--- src/sv/nms_pkg.sv ---
`timescale 1ns / 1ps
// ----------------------------------------------------------------------------
// nms_pkg: shared types and constants of the neighbour mean smoothing block
// Sample, sum and result widths, register indexes and the bundles that travel
// between the window cells, the slot register and the mean pipeline.
// ----------------------------------------------------------------------------
package nms_pkg;

  // Field widths of the ports.
  localparam int SAMPLE_BITS = 16;
  localparam int ROWS_CFG_W  = 13;
  localparam int COLS_CFG_W  = 11;
  localparam int CFG_W       = 13;
  localparam int ROW_OUT_W   = 12;
  localparam int COL_OUT_W   = 10;
  localparam int MEAN_W      = 24;

  // Default frame limits.
  localparam int DEF_MAX_COLS = 1024;
  localparam int DEF_MAX_ROWS = 4096;

  // A sum of up to four samples, and the Q8 magnitude of the mean.
  localparam int SUM_W     = SAMPLE_BITS + 2;
  localparam int FRAC_BITS = 8;
  localparam int QMAG_W    = SUM_W + FRAC_BITS - 1;

  typedef enum logic [0:0] {
    REG_FRAME_ROWS = 1'b0,
    REG_FRAME_COLS = 1'b1
  } reg_idx_t;

  // Number of neighbours that enter a mean.
  typedef enum logic [1:0] {
    CNT_TWO,
    CNT_THREE,
    CNT_FOUR
  } cnt_t;

  typedef logic signed [SAMPLE_BITS-1:0] sample_t;

  // One window cell: a tap of the previous row and a tap of the current row.
  typedef struct packed {
    sample_t prev;
    sample_t cur;
  } tap_t;

  typedef struct packed {
    logic [ROW_OUT_W-1:0] row;
    logic [COL_OUT_W-1:0] col;
    logic                 last;
  } tag_t;

  // One pending result: neighbour sum, neighbour count and position.
  typedef struct packed {
    logic signed [SUM_W-1:0] sum;
    cnt_t                    cnt;
    tag_t                    tag;
  } slot_t;

endpackage

--- src/sv/nms_cell.sv ---
`timescale 1ns / 1ps
// ----------------------------------------------------------------------------
// nms_cell: one window cell
// Holds a previous-row tap and a current-row tap and passes them on to the
// next cell on every accepted beat. The flag tells whether the current-row
// tap belongs to the row now arriving; it drops at the end of each row.
// ----------------------------------------------------------------------------
module nms_cell (
  input  logic          clk,
  input  logic          rst_n,
  input  logic          clear,
  input  logic          shift,
  input  logic          row_end,
  input  nms_pkg::tap_t tap_in,
  input  logic          flag_in,
  output nms_pkg::tap_t tap_out,
  output logic          flag_out
);
  import nms_pkg::*;

  tap_t tap_r;
  logic flag_r;
  logic flag_nxt;

  // The flag survives a shift only inside a row.
  always_comb begin
    flag_nxt = flag_r;
    if (clear) begin
      flag_nxt = 1'b0;
    end else if (shift) begin
      flag_nxt = flag_in && !row_end;
    end
  end

  always_ff @(posedge clk) begin
    if (!rst_n) begin
      flag_r <= 1'b0;
    end else begin
      flag_r <= flag_nxt;
    end
  end

  // Tap data needs no reset.
  always_ff @(posedge clk) begin
    if (shift) begin
      tap_r <= tap_in;
    end
  end

  assign tap_out  = tap_r;
  assign flag_out = flag_r;

endmodule

--- config.mk ---
export PLATFORM = sky130hd
export DESIGN_NAME = nms_cell
export DESIGN_NICKNAME = d
export VERILOG_FILES = /design/src/sv/nms_pkg.sv /design/src/sv/nms_cell.sv
export SDC_FILE = /design/constraint.sdc
export NUM_CORES = 1
export LEC_CHECK = 0
export BUFFER_PORTS_ARGS = -buffer_cell sky130_fd_sc_hd__buf_2
export CORE_MARGIN = 3
export CORE_UTILIZATION = 42
export DETAILED_ROUTE_END_ITERATION = 16
export PLACE_DENSITY = 0.86
export SYNTH_ARGS = -nofsm -noshare
export SYNTH_HDL_FRONTEND = slang
export SYNTH_SLANG_ARGS = --single-unit
--- constraint.sdc ---
create_clock -name clk -period 1 [get_ports clk]
set_input_delay 0.15 -clock clk [delete_from_list [all_inputs] [get_ports clk]]
set_output_delay 0.15 -clock clk [all_outputs]
set_load 0.005 [all_outputs]
### Yosys cells after proc, flatten, opt, wreduce, memory -nomap -nowiden

Cells that the tools add are included.

| cells by class | value |
|---|---|
| reduce and logical (&&, ||, !) cells | 3 |
| bitwise logic cells | 1 |

Operators with widths:

| cell | count |
|---|---|
| 2-bit OR reduction | 1 |
| 1-bit logical AND | 1 |
| 1-bit zero test | 1 |
| 1-bit inverter | 1 |

| word-level totals | value |
|---|---|
| register bits after elaboration | 33 |
| input bits | 38 |
| output and inout bits | 33 |
| word-level logic and storage cells | 7 |

### Logic depth before layout (Yosys ltp)

Gate-level depths: netlist (run 1).

| depth | value |
|---|---|
| depth in word-level cells | 2 |
| mapped depth | 2 |
| depth with buffers taken out | 2 |

### Least setup slack after synthesis (run 1)

Ideal clock, no wire load.

| timing | value |
|---|---|
| path type | reg2reg |
| start point | reg, netlist name flag_out |
| end point | reg flag_r, in the netlist flag_out |
| library setup time | 0.066 ns |
| arrival time | 0.480 ns |
| slack | 0.454 ns |
| buffers on the path | 0 |
| required time | 0.934 ns |
| clock period less this slack | 0.546 ns |
| cell stages (with the launch flop) | 3 |
| cell sequence | dfxtp_1 > nand2b_1 > a21oi_2 |

RTL lines:

| what | RTL line | RTL |
|---|---|---|
| end signal: assignment | nms_cell.sv:39 | `flag_r <= flag_nxt;` |
| end: declaration | nms_cell.sv:22 | `logic flag_r;` |

### Worst setup path after layout (run 1)

| timing | value |
|---|---|
| start point | reg tap_r, in the netlist tap_out[10] |
| end point | out tap_out[10] (netlist name) |

RTL lines:

| what | RTL line | RTL |
|---|---|---|
| start: declaration | nms_cell.sv:21 | `tap_t tap_r;` |
| start signal: assignment | nms_cell.sv:46 | `tap_r <= tap_in;` |
| end: declaration | nms_cell.sv:16 | `output nms_pkg::tap_t tap_out,` |

No word-level cell between the ends.

==> results of run 1 <==
-- per-stage QoR --
| step | cells | hold WS, ps | util | setup WS [ps] | power (uW) |
|---|---|---|---|---|---|
| after floorplan | 37 | 249 | - | 454 | 1710 |
| final | 170 | 15.9 | 0.769 | 22.3 | 2620 |
| after global placement | 137 | 327 | 0.637 | 211 | 1910 |
| after detailed placement | 137 | 328 | 0.637 | 171 | 1920 |
| after CTS | 166 | 2.37 | 0.751 | -3.78 | 2630 |
| after global routing | 170 | 7.16 | 0.769 | -33.1 | 2750 |
-- state kept, by name, indices dropped and copies added (netlist names) --
signal    flops
flag_out      1
tap_out      32
-- final cells by class --
type | instances | share of cell area
clock buffers | 8 | 0.0281
multi-input cells | 4 | 0.0166
flip-flops and latches | 33 | 0.566
well taps | 28 | 0.0202
repair buffers | 97 | 0.369
-- how the worst min path moves through the flow --
stage                    start                     to  slack [ps]  depth (start not counted)
floorplan            tap_in[0]   tap_out[0]$_DFFE_PP_         250                          0
global route        tap_in[22]  tap_out[22]$_DFFE_PP_           7                          1
global placement    tap_in[15]  tap_out[15]$_DFFE_PP_         330                          1
finish              tap_in[16]  tap_out[16]$_DFFE_PP_          20                          1
detailed placement  tap_in[23]  tap_out[23]$_DFFE_PP_         330                          1
CTS                 tap_in[18]  tap_out[18]$_DFFE_PP_           2                          1
-- per-layer routing --
metal | track usage | share of wire | vias to the layer above
met5 | 0 | 0 | -
met1 | 0.146 | 0.32 | 316
met3 | 0.0751 | 0.11 | 2
li1 | - | - | 353
met4 | 0.0607 | 0.0038 | 0
met2 | 0.281 | 0.56 | 42
-- repair_timing --
item | 4_1_cts | 5_1_grt
endpoints found under the hold margin | 21 | 4
setup endpoints to repair | 2 | 17
hold buffers | 21 | 4
pin swaps | 0 | 0
cloned | 0 | 0
-- layout by cell type, fill, tap and decap left out --
cell type and instances:
a21oi_2 1, buf_12 2, buf_2 70, clkbuf_1 3, clkbuf_4 5, dfxtp_1 1
dlygate4sd3_1 25, edfxtp_1 32, nand2b_1 2, nand3b_1 1
-- power by group through the flow --
stage               Sequential [uW]  Clock [uW]  Combinational [uW]
global placement               1680           0                 230
CTS                            1660         675                 298
finish                         1650         654                 308
detailed placement             1690           0                 235
floorplan                      1710           0                4.93
global route                   1660         742                 341
-- kinds of logic (layout without fill, tap and decap cells) --
family / after synthesis / in the layout
AOI/OAI and AO/OA: 1 / 1
and+or+nand+nor: 3 / 3
DFF: 33 / 33
buffers and inverters: 0 / 105
==> impl_metrics.toml, run 1 <==
[status]
status = "complete, no violations"

[clock_tree]
ctsResizeCount = 0
clockBufferDepth = 2
htreeDepth = 2
cts_root_buf = "clkbuf_4"
cts_tree = "built"
path_clk_slew_ps = 90
numCtsBuffers = 5
cts_setup_buffers = 0
clock_latency_ps = 300
clock-sinks = 33

[worst_setup_path]
endpoint = "tap_out[10]"
cp_top_family = "flip-flops"
startpoint = "tap_out[10]$_DFFE_PP_"
end_kind = "output pin"
max_stage_delay_ps = 380
path_max_fanout = 1
startpoint_type = "register"
rr_worst_depth = 2
arrival_ps = 830
timing.rr.start = "flag_out$_SDFFE_PP0P_"
worst-path-buf-inv = 1
cp.depth = 1
rr_endpoint = "flag_out$_SDFFE_PP0P_"
reg2reg_slack_ps = 440
slowest_stage = "edfxtp_1"
setup.worst_path.class = "register to output pin"
path_cells = "buf_2"
cp.required_ps = 850

[yosys]
synth_compound_area_frac = 0.00867
async_flop_share = 0
synth_most_common_cell = "edfxtp_1"
synthTopCellsByCount = "edfxtp_1 (32), nand2b_1 (2), a21oi_2 (1), dfxtp_1 (1), nand3b_1 (1)"
synth_nets = 75
yosys.area_share.xor_xnor = 0
ys_warn_count = 0
synth_cell_type_count = 5
synth_mux_area_frac = 0
synth_enable_flop_cells = 32
synth_top_family_by_area = "simple AND/OR/NAND/NOR gates"
yosysSeqAreaShare = 0.971
synth-simple-area-share = 0.0198
synth_fa_ha_area_frac = 0
yosysTopAreaCellShare = 0.952
synth_cells = 37
yosys.area.top_type = "edfxtp_1"
ys_top_cells_by_area = "edfxtp_1 (95%), dfxtp_1 (2.0%), nand2b_1 (1.2%)"
ys_seq_elements = 33
postSynthAreaPerCell_um2 = 27.3
synth-main-ff-cell = "edfxtp_1"
syn-cell-area_um2 = 1010

[floorplanning]
die-area_um2 = 3030
fp-row-count = 17
start_util = 0.448
die_w_um = 55.0
die_y_um = 55.0
coreArea_um2 = 2250
io-pin-count = 71

[pwr]
switchingPower_uw = 508
power_leakage_uw = 0.000754
p_clk_frac = 0.250
ir_worst_vdd_uv = 1200
seqPwrFrac = 0.632
p_int_uw = 2110
power_density_nw_per_um2 = 1510
power_frac_comb = 0.118
swShare = 0.194

[routing]
vias = 713
viasPerCell = 4.19
dr.pass1.iters = 3
drc = 0
initialDrtViolationCount = 2
ant_nets = 0
wl_per_cell_um = 12.5
wl_um = 2120

[finish]
diodes = 0
final_layout_size_suffix_gt1_frac = 0.549
regArea_um2 = 981
fillers = 148
multi_input_area_um2 = 28.8
area_growth_pct = 71.7
postLayoutCellArea_um2 = 1730
final_nets = 179

[sta]
rsz0062_at_grt = "true"
hold_violations = 0
worst_slew_pin_slew_ps = 174
setup_violations = 0
period_share = 0.978
fin_crit_ps = 978
fin_setup_tns_ps = 0
skew_ps = 0
drv_slew = 0
fmax_ghz = 1.02
maxSlewHeadroom = 0.884

[grt]
track_usage = 0.154
grt_pass1_wl_um = 3030
antenna_found_initial = 0
grt_overflow_total = 0
grt_pass1_vias = 665
grt_max_degree = 17

[placement]
gp_congestion = 0.638
place_area_um2 = 1440
numPortBuffers = 70

[hold_path]
worstHoldPathType = "input port to register"

[flow_run]
drv_cap = 0
(Power assumes the default switching activity.)
==> run 2, diff against run 1 <==
--- a/config.mk
+++ b/config.mk
@@ -9,7 +9,7 @@
 export CORE_MARGIN = 3
 export CORE_UTILIZATION = 42
 export DETAILED_ROUTE_END_ITERATION = 16
-export PLACE_DENSITY = 0.86
+export PLACE_DENSITY = 0.8
 export SYNTH_ARGS = -nofsm -noshare
 export SYNTH_HDL_FRONTEND = slang
 export SYNTH_SLANG_ARGS = --single-unit
==> run 2 against run 1 <==
Against the previous run:
- the run now ends with setup timing left
- largest power group unchanged
- combinational power is 5% higher
- count of clock-buffer cells in the layout stayed put
- critical endpoint is now tap_out[1]
- final cell count is 2.4% higher
- total power is 4.3% higher
- critical path depth stayed put
- clock skew stayed put
- die area stayed put
- global-route usage is 2.7 points higher
- worst setup slack worse by 44 ps
==> impl_metrics.toml, run 2 (synthesized netlist as in run 1, its figures left out) <==
[pwr]
ir_worst_vdd_uv = 1480
power_leakage_uw = 0.000771
power_density_nw_per_um2 = 1540

[finish]
final_layout_size_suffix_gt1_frac = 0.534
final_nets = 183
fillers = 141
post-route-util = 0.787
final_common_cell = "buf_2"
final_cell_mix = "buf_2 (70), edfxtp_1 (32), dlygate4sd3_1 (30)"
diodes = 0
largest_reg_flops = 32
area_growth_pct = 75.7
fin_cells = 174
postLayoutCellArea_um2 = 1770

[worst_setup_path]
cp.required_ps = 850
path_cells = "buf_2"
worst-path-buf-inv = 1
path_max_fanout = 1
slowest_stage = "edfxtp_1"
end_kind = "output pin"
cp_top_family = "flip-flops"
setup.worst_path.class = "register to output pin"
arrival_ps = 870
max_stage_delay_ps = 410
startpoint_type = "register"

[routing]
viasPerCell = 4.48
wl_per_cell_um = 15.7
dr.pass1.iters = 3
drc = 0
ant_nets = 0
initialDrtViolationCount = 13
vias = 779
wl_um = 2730

[floorplanning]
die_y_um = 55.0
die_w_um = 55.0
io-pin-count = 71
fp-row-count = 17
die-area_um2 = 3030
start_util = 0.448
coreArea_um2 = 2250

[placement]
place_area_um2 = 1420
dpl.cell_count = 136
dp_hpwl_um = 1810
numPortBuffers = 70
gp_congestion = 0.619
pre_cts_ws_ps = 220

[sta]
fin_crit_ps = 1020
drv_slew = 0
fin_hold_ws_ps = 18.3
fmax_ghz = 0.979
period_share = 1.02
rsz0062_at_grt = "true"
setup_violations = 4
worst_slew_pin_slew_ps = 177
skew_ps = 0
hold_violations = 0
fin_ws_ps = -21.6
maxSlewHeadroom = 0.882

[hold_path]
worstHoldPathType = "input port to register"

[grt]
grt_pass1_wl_um = 3430
track_usage = 0.181
grt_overflow_total = 0
grt_max_degree = 35
grt_pass1_vias = 730
antenna_found_initial = 0

[flow_run]
drv_cap = 0

[status]
violations = "setup timing"
status = "finished with violations"

[clock_tree]
clock-sinks = 33
numCtsBuffers = 5
htreeDepth = 2
cts_tree = "built"
path_clk_slew_ps = 90
cts_setup_buffers = 0
cts_root_buf = "clkbuf_4"
clockBufferDepth = 2
clock_latency_ps = 320
run 2: cell types whose count changed in the layout (fill, tap and decap cells not counted):
cell and delta:
buf_12 -1, clkbuf_1 -1, clkbuf_8 +1, dlygate4sd3_1 +5
run 2: path summary, 6_finish.rpt:
| check | from | end | slack, ps | depth (start not counted) |
|---|---|---|---|---|
| setup / recovery | tap_out[1]$_DFFE_PP_ | tap_out[1] | -20 | 1 |
| hold reg to reg | flag_out$_SDFFE_PP0P_ | flag_out$_SDFFE_PP0P_ | 490 | 2 |
| hold / removal | tap_in[13] | tap_out[13]$_DFFE_PP_ | 20 | 1 |
| setup reg to reg | flag_out$_SDFFE_PP0P_ | flag_out$_SDFFE_PP0P_ | 420 | 2 |
run 2: layout make-up:
type	count	area, um2	area share
Timing Repair Buffer	101	671	0.378
Tap cell	28	35.0	0.0197
Sequential cell	33	981	0.553
Clock buffer	8	58.8	0.0331
Multi-Input combinational cell	4	28.8	0.0162
run 2: timing repair:
action | CTS | global route
endpoints found under the setup margin | 16 | 29
resized for setup | 0 | 0
endpoints found under the hold margin | 29 | 1
hold buffers | 29 | 1
run 2: per-layer routing:
layer,share of wire,global-route usage,vias up
li1,-,-,361
met1,0.36,0.195,357
met2,0.48,0.280,54
met3,0.13,0.0938,7
met4,0.029,0.113,0
met5,0,0,-
run 2: where the power goes:
group	total (uW)	switching (uW)	internal [uW]
registers	1660	29.0	1630
clock network	742	395	347
logic	324	122	202
run 2: stage by stage:
stage / setup TNS, ps / total power [uW]
CTS: -141 / 2760
floorplan: 0 / 1710
finish: -39.7 / 2730
global route: -845 / 2840
global placement: 0 / 1900
detailed placement: 0 / 1930
